--- src/rtl/kbec_pkg.sv ---
// shared types and constants for the knob and button event classifier
// no dependencies
package kbec_pkg;

  typedef enum logic [2:0] {
    EV_NONE   = 3'd0,
    EV_CLICK  = 3'd1,
    EV_DOUBLE = 3'd2,
    EV_LONG   = 3'd3,
    EV_CW     = 3'd4,
    EV_CCW    = 3'd5
  } event_e;

  typedef enum logic [1:0] {
    CFG_LONG_PRESS   = 2'd0,
    CFG_DOUBLE_CLICK = 2'd1,
    CFG_DETENT       = 2'd2
  } cfg_idx_e;

  localparam logic [15:0] LONG_PRESS_RST   = 16'd600;
  localparam logic [15:0] DOUBLE_CLICK_RST = 16'd300;
  localparam logic [2:0]  DETENT_RST       = 3'd2;

  typedef struct packed {
    logic [15:0] long_ms;
    logic [15:0] dbl_ms;
    logic [2:0]  detent;
  } cfg_t;

  typedef struct packed {
    logic hit;
    logic cw;
  } rot_t;

endpackage

--- src/rtl/kbec_rotary.sv ---
// quadrature decoder: level history, signed step count and detent compare
// depends on kbec_pkg
module kbec_rotary
  import kbec_pkg::*;
(
  input  logic       clk_i,
  input  logic       rst_ni,
  input  logic       adv_i,
  input  logic       enc_a_i,
  input  logic       enc_b_i,
  input  logic [2:0] detent_i,
  output rot_t       rot_o
);

  logic [3:0]        hist_q, hist_d;
  logic signed [3:0] cnt_q, cnt_d, cnt_n, det_s;

  always_comb begin
    hist_d = {hist_q[1:0], enc_a_i, enc_b_i};
    case (hist_d)
      // clockwise transitions
      4'b1101, 4'b0100, 4'b0010, 4'b1011: cnt_n = cnt_q + 4'sd1;
      // counter-clockwise transitions
      4'b1110, 4'b0111, 4'b0001, 4'b1000: cnt_n = cnt_q - 4'sd1;
      default: cnt_n = cnt_q;
    endcase
    // a zero detent behaves as one
    det_s = (detent_i == 3'd0) ? 4'sd1 : $signed({1'b0, detent_i});
    rot_o.cw  = (cnt_n >= det_s);
    rot_o.hit = rot_o.cw || (cnt_n <= -det_s);
    cnt_d = rot_o.hit ? 4'sd0 : cnt_n;
  end

  always_ff @(posedge clk_i or negedge rst_ni) begin
    if (!rst_ni) begin
      hist_q <= 4'd0;
      cnt_q  <= 4'sd0;
    end else if (adv_i) begin
      hist_q <= hist_d;
      cnt_q  <= cnt_d;
    end
  end

endmodule

--- src/rtl/kbec_button.sv ---
// push switch timing: long press, double click and delayed single click
// depends on kbec_pkg
module kbec_button
  import kbec_pkg::*;
(
  input  logic        clk_i,
  input  logic        rst_ni,
  input  logic        adv_i,
  input  logic        skip_i,
  input  logic        pressed_i,
  input  logic [31:0] now_i,
  input  cfg_t        cfg_i,
  output event_e      ev_o
);

  logic        held_q, held_d;
  logic        pend_q, pend_d;
  logic [31:0] start_q, start_d;
  logic [31:0] click_q, click_d;
  logic [31:0] dur, gap;

  always_comb begin
    held_d  = held_q;
    pend_d  = pend_q;
    start_d = start_q;
    click_d = click_q;
    ev_o    = EV_NONE;
    // differences wrap modulo 2^32
    dur = now_i - start_q;
    gap = now_i - click_q;
    if (!skip_i) begin
      if (pressed_i && !held_q) begin
        held_d  = 1'b1;
        start_d = now_i;
      end
      if (!pressed_i && held_q) begin
        held_d = 1'b0;
        if (dur > {16'd0, cfg_i.long_ms}) begin
          ev_o = EV_LONG;
        end else if (pend_q && (gap < {16'd0, cfg_i.dbl_ms})) begin
          pend_d = 1'b0;
          ev_o   = EV_DOUBLE;
        end else begin
          // a fresh pending click cannot expire on the same sample
          pend_d  = 1'b1;
          click_d = now_i;
        end
      end else if (pend_q && (gap > {16'd0, cfg_i.dbl_ms})) begin
        pend_d = 1'b0;
        ev_o   = EV_CLICK;
      end
    end
  end

  always_ff @(posedge clk_i or negedge rst_ni) begin
    if (!rst_ni) begin
      held_q  <= 1'b0;
      pend_q  <= 1'b0;
      start_q <= 32'd0;
      click_q <= 32'd0;
    end else if (adv_i) begin
      held_q  <= held_d;
      pend_q  <= pend_d;
      start_q <= start_d;
      click_q <= click_d;
    end
  end

endmodule

--- src/rtl/knob_and_button_event_classifier_unit.sv ---
// Knob and button event classifier. One sample (encoder levels, switch level,
// millisecond time) is taken per cycle and gives exactly one event word. An
// accepted sample waits in the sample register, then its decode is written into
// the event register, which drives out_valid_o. The sustained rate is one sample
// per clock, as the encoder and switch state update with each sample that moves
// on; it drops only while the event register is stalled by out_ready_i. Registers
// are written through cfg_we_i/cfg_idx_i/cfg_data_i; the user must write them only
// while no sample is in flight, as the block does not enforce this; index 3 is ignored.
module knob_and_button_event_classifier_unit
  import kbec_pkg::*;
(
  input  logic        clk_i,
  input  logic        rst_ni,
  input  logic        cfg_we_i,
  input  logic [1:0]  cfg_idx_i,
  input  logic [15:0] cfg_data_i,
  input  logic        in_valid_i,
  output logic        in_ready_o,
  input  logic        enc_a_i,
  input  logic        enc_b_i,
  input  logic        switch_pressed_i,
  input  logic [31:0] time_ms_i,
  output logic        out_valid_o,
  input  logic        out_ready_i,
  output logic [2:0]  event_res_o
);

  cfg_t        cfg_q;
  logic        smp_v_q;
  logic        a_q, b_q, p_q;
  logic [31:0] t_q;
  logic        out_v_q;
  event_e      ev_q, ev_d, btn_ev;
  rot_t        rot;
  logic        adv;

  // sample register moves on when the event register is free or draining
  assign adv        = smp_v_q && (!out_v_q || out_ready_i);
  assign in_ready_o = !smp_v_q || adv;

  always_ff @(posedge clk_i or negedge rst_ni) begin
    if (!rst_ni) begin
      cfg_q.long_ms <= LONG_PRESS_RST;
      cfg_q.dbl_ms  <= DOUBLE_CLICK_RST;
      cfg_q.detent  <= DETENT_RST;
    end else if (cfg_we_i) begin
      case (cfg_idx_e'(cfg_idx_i))
        CFG_LONG_PRESS:   cfg_q.long_ms <= cfg_data_i;
        CFG_DOUBLE_CLICK: cfg_q.dbl_ms  <= cfg_data_i;
        CFG_DETENT:       cfg_q.detent  <= cfg_data_i[2:0];
        default: ;
      endcase
    end
  end

  always_ff @(posedge clk_i or negedge rst_ni) begin
    if (!rst_ni) begin
      smp_v_q <= 1'b0;
      out_v_q <= 1'b0;
    end else begin
      if (in_ready_o) begin
        smp_v_q <= in_valid_i;
      end
      if (adv) begin
        out_v_q <= 1'b1;
      end else if (out_ready_i) begin
        out_v_q <= 1'b0;
      end
    end
  end

  always_ff @(posedge clk_i) begin
    if (in_valid_i && in_ready_o) begin
      a_q <= enc_a_i;
      b_q <= enc_b_i;
      p_q <= switch_pressed_i;
      t_q <= time_ms_i;
    end
    if (adv) begin
      ev_q <= ev_d;
    end
  end

  kbec_rotary u_rotary (
    .clk_i    (clk_i),
    .rst_ni   (rst_ni),
    .adv_i    (adv),
    .enc_a_i  (a_q),
    .enc_b_i  (b_q),
    .detent_i (cfg_q.detent),
    .rot_o    (rot)
  );

  // a rotation on this sample masks the switch
  kbec_button u_button (
    .clk_i     (clk_i),
    .rst_ni    (rst_ni),
    .adv_i     (adv),
    .skip_i    (rot.hit),
    .pressed_i (p_q),
    .now_i     (t_q),
    .cfg_i     (cfg_q),
    .ev_o      (btn_ev)
  );

  assign ev_d        = rot.hit ? (rot.cw ? EV_CW : EV_CCW) : btn_ev;
  assign out_valid_o = out_v_q;
  assign event_res_o = ev_q;

endmodule

--- config.mk ---
export PLATFORM = sky130hd
export DESIGN_NAME = knob_and_button_event_classifier_unit
export DESIGN_NICKNAME = d
export VERILOG_FILES = /design/src/rtl/kbec_pkg.sv /design/src/rtl/kbec_rotary.sv /design/src/rtl/kbec_button.sv /design/src/rtl/knob_and_button_event_classifier_unit.sv
export SDC_FILE = /design/constraint.sdc
export NUM_CORES = 1
export LEC_CHECK = 0
export BUFFER_PORTS_ARGS = -buffer_cell sky130_fd_sc_hd__buf_4
export CAP_MARGIN = 30
export CORE_ASPECT_RATIO = 1.5
export CORE_UTILIZATION = 45
export DETAILED_ROUTE_END_ITERATION = 10
export PLACE_DENSITY = 0.68
export SLEW_MARGIN = 20
export SYNTH_ARGS = -nofsm -noshare
export SYNTH_HDL_FRONTEND = slang
export SYNTH_SLANG_ARGS = --single-unit
--- constraint.sdc ---
create_clock -name clk_i -period 6.4 [get_ports clk_i]
set_clock_uncertainty 0.05 [all_clocks]
set_input_delay 1.28 -clock clk_i [delete_from_list [all_inputs] [get_ports clk_i]]
set_output_delay 1.28 -clock clk_i [all_outputs]
set_load 0.05 [all_outputs]
# Word-level counts from Yosys, hierarchy flattened
# Cells that the tools add are included.
# word_totals
ff_bits	147
latchBits	0
ram_bits	0
mem_bits_ro	0
out_inout_bits	5
elab_cells	84
n_memories	0
# op_classes
n_addsub	5
mul	0
div_mod_pow	0
order_cmp	5
n_eq_ne	11
shift	0
muxes	17
n_bitwise	3
n_reduce_logical	27
# ops
op	n
32-bit by 16-bit greater-than comparator with 1-bit output	2
32-bit subtractor	2
32-bit by 16-bit less-than comparator with 1-bit output	1
4-bit equality test, second input constant	4
3-bit two-way mux	4
1-bit two-way mux	10
4-bit by 3-bit equality test with 1-bit output, second input constant	2
4-bit one-hot mux with 2 select lines	1
4-bit OR reduction	2
1-bit logical AND	6
2-bit AND reduction	3
3-bit AND reduction	2
2-bit nonzero test	3
5-bit AND reduction	1
4-bit by 2-bit adder with 4-bit output, second input constant	1
4-bit by 1-bit equality test with 1-bit output, second input constant	1
4-bit by 2-bit equality test with 1-bit output, second input constant	1
4-bit greater-or-equal comparator	1
4-bit <= comparator	1
1-bit logical NOT	4
4-bit two-way mux	1
4-bit negator	1
4-bit AND reduction	1
4-bit by 2-bit subtractor with 4-bit output, second input constant	1
8 further kinds	12

# Longest topological paths before layout
# depth
depth_word	7
depth_mapped	22
ltp_nobuf	21

# By module
# A second synthesis with hierarchy kept.
# unflattened
cells_unflattened	1165
hier_area_um2	11177.0
# by_module_without_submodules
module	instances	cells_each	area_each_um2	seq_area_each_um2
kbec_button	1	970	7933.9	1651.6
knob_and_button_event_classifier_unit	1	125	2593.7	2078.2
kbec_rotary	1	70	649.4	150.1

# Worst setup path before layout
# Ideal clock, no wire load.
# synth_timing
kind	register to register
start	register t_q[3]
end	register u_button.click_q[0]
arrival_ns	4.900
setup_slack_ns	1.324
stages_incl_launch_ff	22
path_buffers	1
path_cell_list	edfxtp_1 ha_1 a21o_1 a21oi_1 nand2_1 a21o_1 a21o_1 a21oi_1 o21bai_1 xor2_1 ha_1 nand4_1 inv_1 a221oi_1 or2_2 a21oi_1 nor3_1 or4bb_1 or4_4 a2111oi_4 buf_6 mux2_4
# synth_via
elab_chain_cells	5
word_cells_on_any_way	8
cone_classes	2 x add/sub; 2 x order compare; 2 x bitwise; 2 x reduce/logical
# synth_lines
element	line	source
start: declaration	knob_and_button_event_classifier_unit.sv:31	logic [31:0] t_q;
start signal: assignment	knob_and_button_event_classifier_unit.sv:77	t_q <= time_ms_i;
32-bit subtractor	kbec_button.sv:30	gap = now_i - click_q;
32-bit by 16-bit less-than comparator with 1-bit output	kbec_button.sv:40	end else if (pend_q && (gap < {16'd0, cfg_i.dbl_ms})) begin
1-bit logical AND	kbec_button.sv:40	
1-bit inverter (no source line)	--	
5-bit AND reduction (no source line) (*)	--	
end signal: assignment	kbec_button.sv:65	click_q <= click_d;
end: declaration	kbec_button.sv:19	logic [31:0] click_q, click_d;
# Mark *: on every way between the ends. The rest lies on a longest branch, timed or not.
# A chain may end at the register's enable or synchronous reset.

# Worst setup path in the final report
# layout_timing
start	register t_q[0]
end	register u_button.click_q[0]
# layout_via
elab_chain_cells	5
word_cells_on_any_way	8
cone_classes	2 x add/sub; 2 x order compare; 2 x bitwise; 2 x reduce/logical
# layout_lines
element	line
32-bit subtractor	kbec_button.sv:30
32-bit by 16-bit less-than comparator with 1-bit output	kbec_button.sv:40
1-bit logical AND	kbec_button.sv:40
1-bit inverter (no source line)	--
5-bit AND reduction (no source line)	--
# Several ways; a longest one is shown, not always the timed one.

==> run_results.csv <==
group,metric,value,unit
global_routing,grt_pass1_vias,8666,
critical_path,cp_slowest_cell,"or4_4",
critical_path,startpoint,"t_q[0]$_DFFE_PP_",
final_layout,nets,1368,
critical_path,cp_common_cell,"a21oi_1",
synthesis,synth_top_area_share,22.96,%
clock_network,clkSlewWorstSetupHoldPaths,0.07,ns
final_layout,utilization,51.52,%
clock_network,post_cts_buffers,0,
synthesis,synthesis.area,10900,µm²
hold_path,hp-class,"register to register",
synthesis,synth_top_cells_by_count,"123 x inv_1, 105 x ha_1, 100 x dfrtp_1, 93 x nand2_1, 84 x a21oi_1",
sta,max-slew-margin-rel,38.18,%
clock_network,cts_resized,0,
placement,hpwl,21710,µm
clock_network,numCtsBuffers,17,
final_layout,area_growth,12.23,%
global_routing,grt_max_degree,59,
synthesis,syn_inst,1146,
detailed_routing,drtIter0Drc,403,
synthesis,post_synth.cell_area_avg,9.510,µm²
clock_network,cts_hold_buf,0,
global_routing,grt_pass1_wl,44180,µm
synthesis,ys_seq_area_share,35.60,%
synthesis,synth_area_leaders,"dfrtp_1 23%, ha_1 12%, edfxtp_1 10%, mux2_2 5.7%, inv_1 4.2%",
synthesis,synth_cell_types,77,
global_routing,antenna_found_initial,0,
placement,place_area,11660,µm²
detailed_routing,via_count,8568,
detailed_routing,drc,0,
sta,setup_viol,0,
clock_network,htreeDepth,4,
clock_network,clock_sinks,147,
synthesis,synth_edf_count,38,
critical_path,critical_path_arrival,6.07,ns
final_layout,fillers,2212,
job,maxCapViolations,0,
status,status,"complete, no violations",
die,coreArea,23740,µm²
critical_path,critical_path_class,"register to register",
die,initial_core_util,45.90,%
sta,period_share,90.54,%
sta,max_clock_freq,172.6,MHz
global_routing,gr-total-overflow,0,
critical_path,crit_path_end_kind,"register",
final_layout,antenna_cells,0,
critical_path,path_max_fanout,19,
die,pin_count,63,
hold_path,hp-start,"smp_v_q$_DFFE_PN0N_",
critical_path,critPathLaunchType,"register",
critical_path,crit_family,"simple AND/OR/NAND/NOR gates",
sta,hold_viol,0,
detailed_routing,ant_nets,0,
detailed_routing,drt_pass1_iterations,5,
detailed_routing,wl_per_cell,17.78,µm
synthesis,syn_nets,1312,
power,power.density,370.1,nW/µm²
sta,rsz0062_at_grt,"false",
synthesis,ys_ff_latch,147,
critical_path,cp_cell_sequence,"inv_1 > ha_1 > fa_1 > nand2b_1 > a21oi_1 > o21ai_1 > a21oi_1 > nor2_1 > xnor2_1 > ha_1 > nand4_1 > a2111oi_0 > a211oi_1 > a21oi_1 > nor3_1 > or4bb_1 > or4_4 > a2111oi_4 > buf_4 > mux2_4",
sta,hold_ws,0.4431,ns
placement,gp_congestion,0.9564,
clock_network,cts_tree,"done",
final_layout,final_area,12230,µm²
synthesis,synth_flop_cell,"dfrtp_1",
sta,min_period,5.794,ns
die,die-area,24860,µm²
synthesis,synth_most_common_cell,"inv_1",
detailed_routing,wl,27280,µm
final_layout,drive_above_1_share,17.37,%
placement,portBuffers,62,
die,std_cell_rows,69,
critical_path,critPathMaxStageDelay,0.59,ns
critical_path,timing.rr.start,"t_q[0]$_DFFE_PP_",
global_routing,track_usage,23.56,%
die,die_h,192.6,µm
clock_network,root_buffer,"clkbuf_16",
clock_network,clock_latency,0.44,ns
sta,final_max_slew_viol_count,0,
die,die_width,129.1,µm
power,design_power_total,4.526,mW
detailed_routing,viasPerCell,5.585,
sta,tightest_slew,0.9273,ns
synthesis,yosysTopAreaCell,"dfrtp_1",
clock_network,ctsLongestPathBuffers,2,
critical_path,required,6.67,ns
critical_path,path_buf_inv,2,
synthesis,async_reset_ff_share,74.15,%
sta,setup_tns,0,ns
power,p_leak,5.427,nW
synthesis,yosys_warnings,0,
power,ir_worst_vdd,0.0002024,V
[layout make-up]
cell class | instances | area (µm²) | area share, %
Inverter | 123 | 461.7 | 3.775
Tap cell | 319 | 399.1 | 3.263
Timing Repair Buffer | 67 | 503.0 | 4.113
Multi-Input combinational cell | 846 | 6419 | 52.48
Clock buffer | 19 | 432.9 | 3.540
Clock inverter | 13 | 135.1 | 1.105
Sequential cell | 147 | 3880 | 31.72
[flip-flops by register name (all words and copies together) (netlist names)]
register	flops
cfg_q	35
t_q	32
u_button.click_q	32
u_button.start_q	32
u_rotary.cnt_q	4
event_res_o	3
u_rotary.hist_q	2
a_q	1
b_q	1
out_valid_o	1
p_q	1
smp_v_q	1
u_button.held_q	1
u_button.pend_q	1
[cell usage in the layout (no fill, tap or decap), types with 6 or more instances in the layout]
cell / count
a21oi_1: 84
o21a_1: 15
nand4_1: 24
edfxtp_1: 38
o211ai_1: 13
nor4_1: 8
nand2b_1: 20
mux2_2: 55
a21o_1: 24
and2_1: 11
nor3_1: 17
nand3_1: 19
mux2i_1: 11
buf_4: 67
nand2_1: 93
nor2b_1: 12
dfrtp_1: 100
xnor2_1: 27
xor2_1: 23
mux2_4: 28
o21bai_1: 9
a31oi_1: 10
nor2_1: 63
a211oi_1: 6
dfstp_2: 9
clkbuf_16: 17
ha_1: 105
inv_1: 123
o21ai_0: 63
[metal layers]
layer	vias up	share of wire (%)	global-route usage (%)
met1	4072	41	26.50
met4	0	4.8	14.34
li1	4234	-	-
met3	67	2.7	2.551
met5	-	0	0
met2	195	52	42.41
[logic make-up (layout without fill, tap and decap cells)]
group	after synthesis	count (layout)	synth area share, %
xor gates and xnor gates	50	50	4.018
adders and majority gates	108	108	12.61
muxes	94	94	10.55
buffers and inverters	153	222	5.557
DFF	147	147	35.60
AOI/OAI and AO/OA	284	284	17.18
and+or+nand+nor	309	309	14.45
other	1	1	0.03441
[metrics by stage]
stage	instances	worst slack (ns)
after global placement	1502	0.8216
after global routing	1534	0.3579
after CTS	1534	0.6707
final	1534	0.6056
after detailed placement	1502	0.6902
after floorplan	1146	1.325
[where the power goes]
| part | switching, mW | leakage, nW | internal, mW |
|---|---|---|---|
| clock | 0.425 | 0.267 | 0.572 |
| combinational | 1.34 | 3.43 | 0.935 |
| sequential | 0.101 | 1.73 | 1.16 |
| total | 1.86 | 5.43 | 2.66 |
[final timing paths]
check,endpoint,slack [ns],cells past startpoint
max,u_button.click_q[0]$_DFFE_PN0P_,0.61,20
min,out_valid_o$_DFFE_PN0P_,0.44,1
max reg2reg,u_button.click_q[0]$_DFFE_PN0P_,0.61,20
min reg2reg,out_valid_o$_DFFE_PN0P_,0.44,1
max in group asynchronous,u_button.start_q[20]$_DFFE_PN0P_,4.24,2
min in group asynchronous,cfg_q[4]$_DFFE_PN0P_,0.82,1
Note: power is estimated with default switching activity, not from simulation.
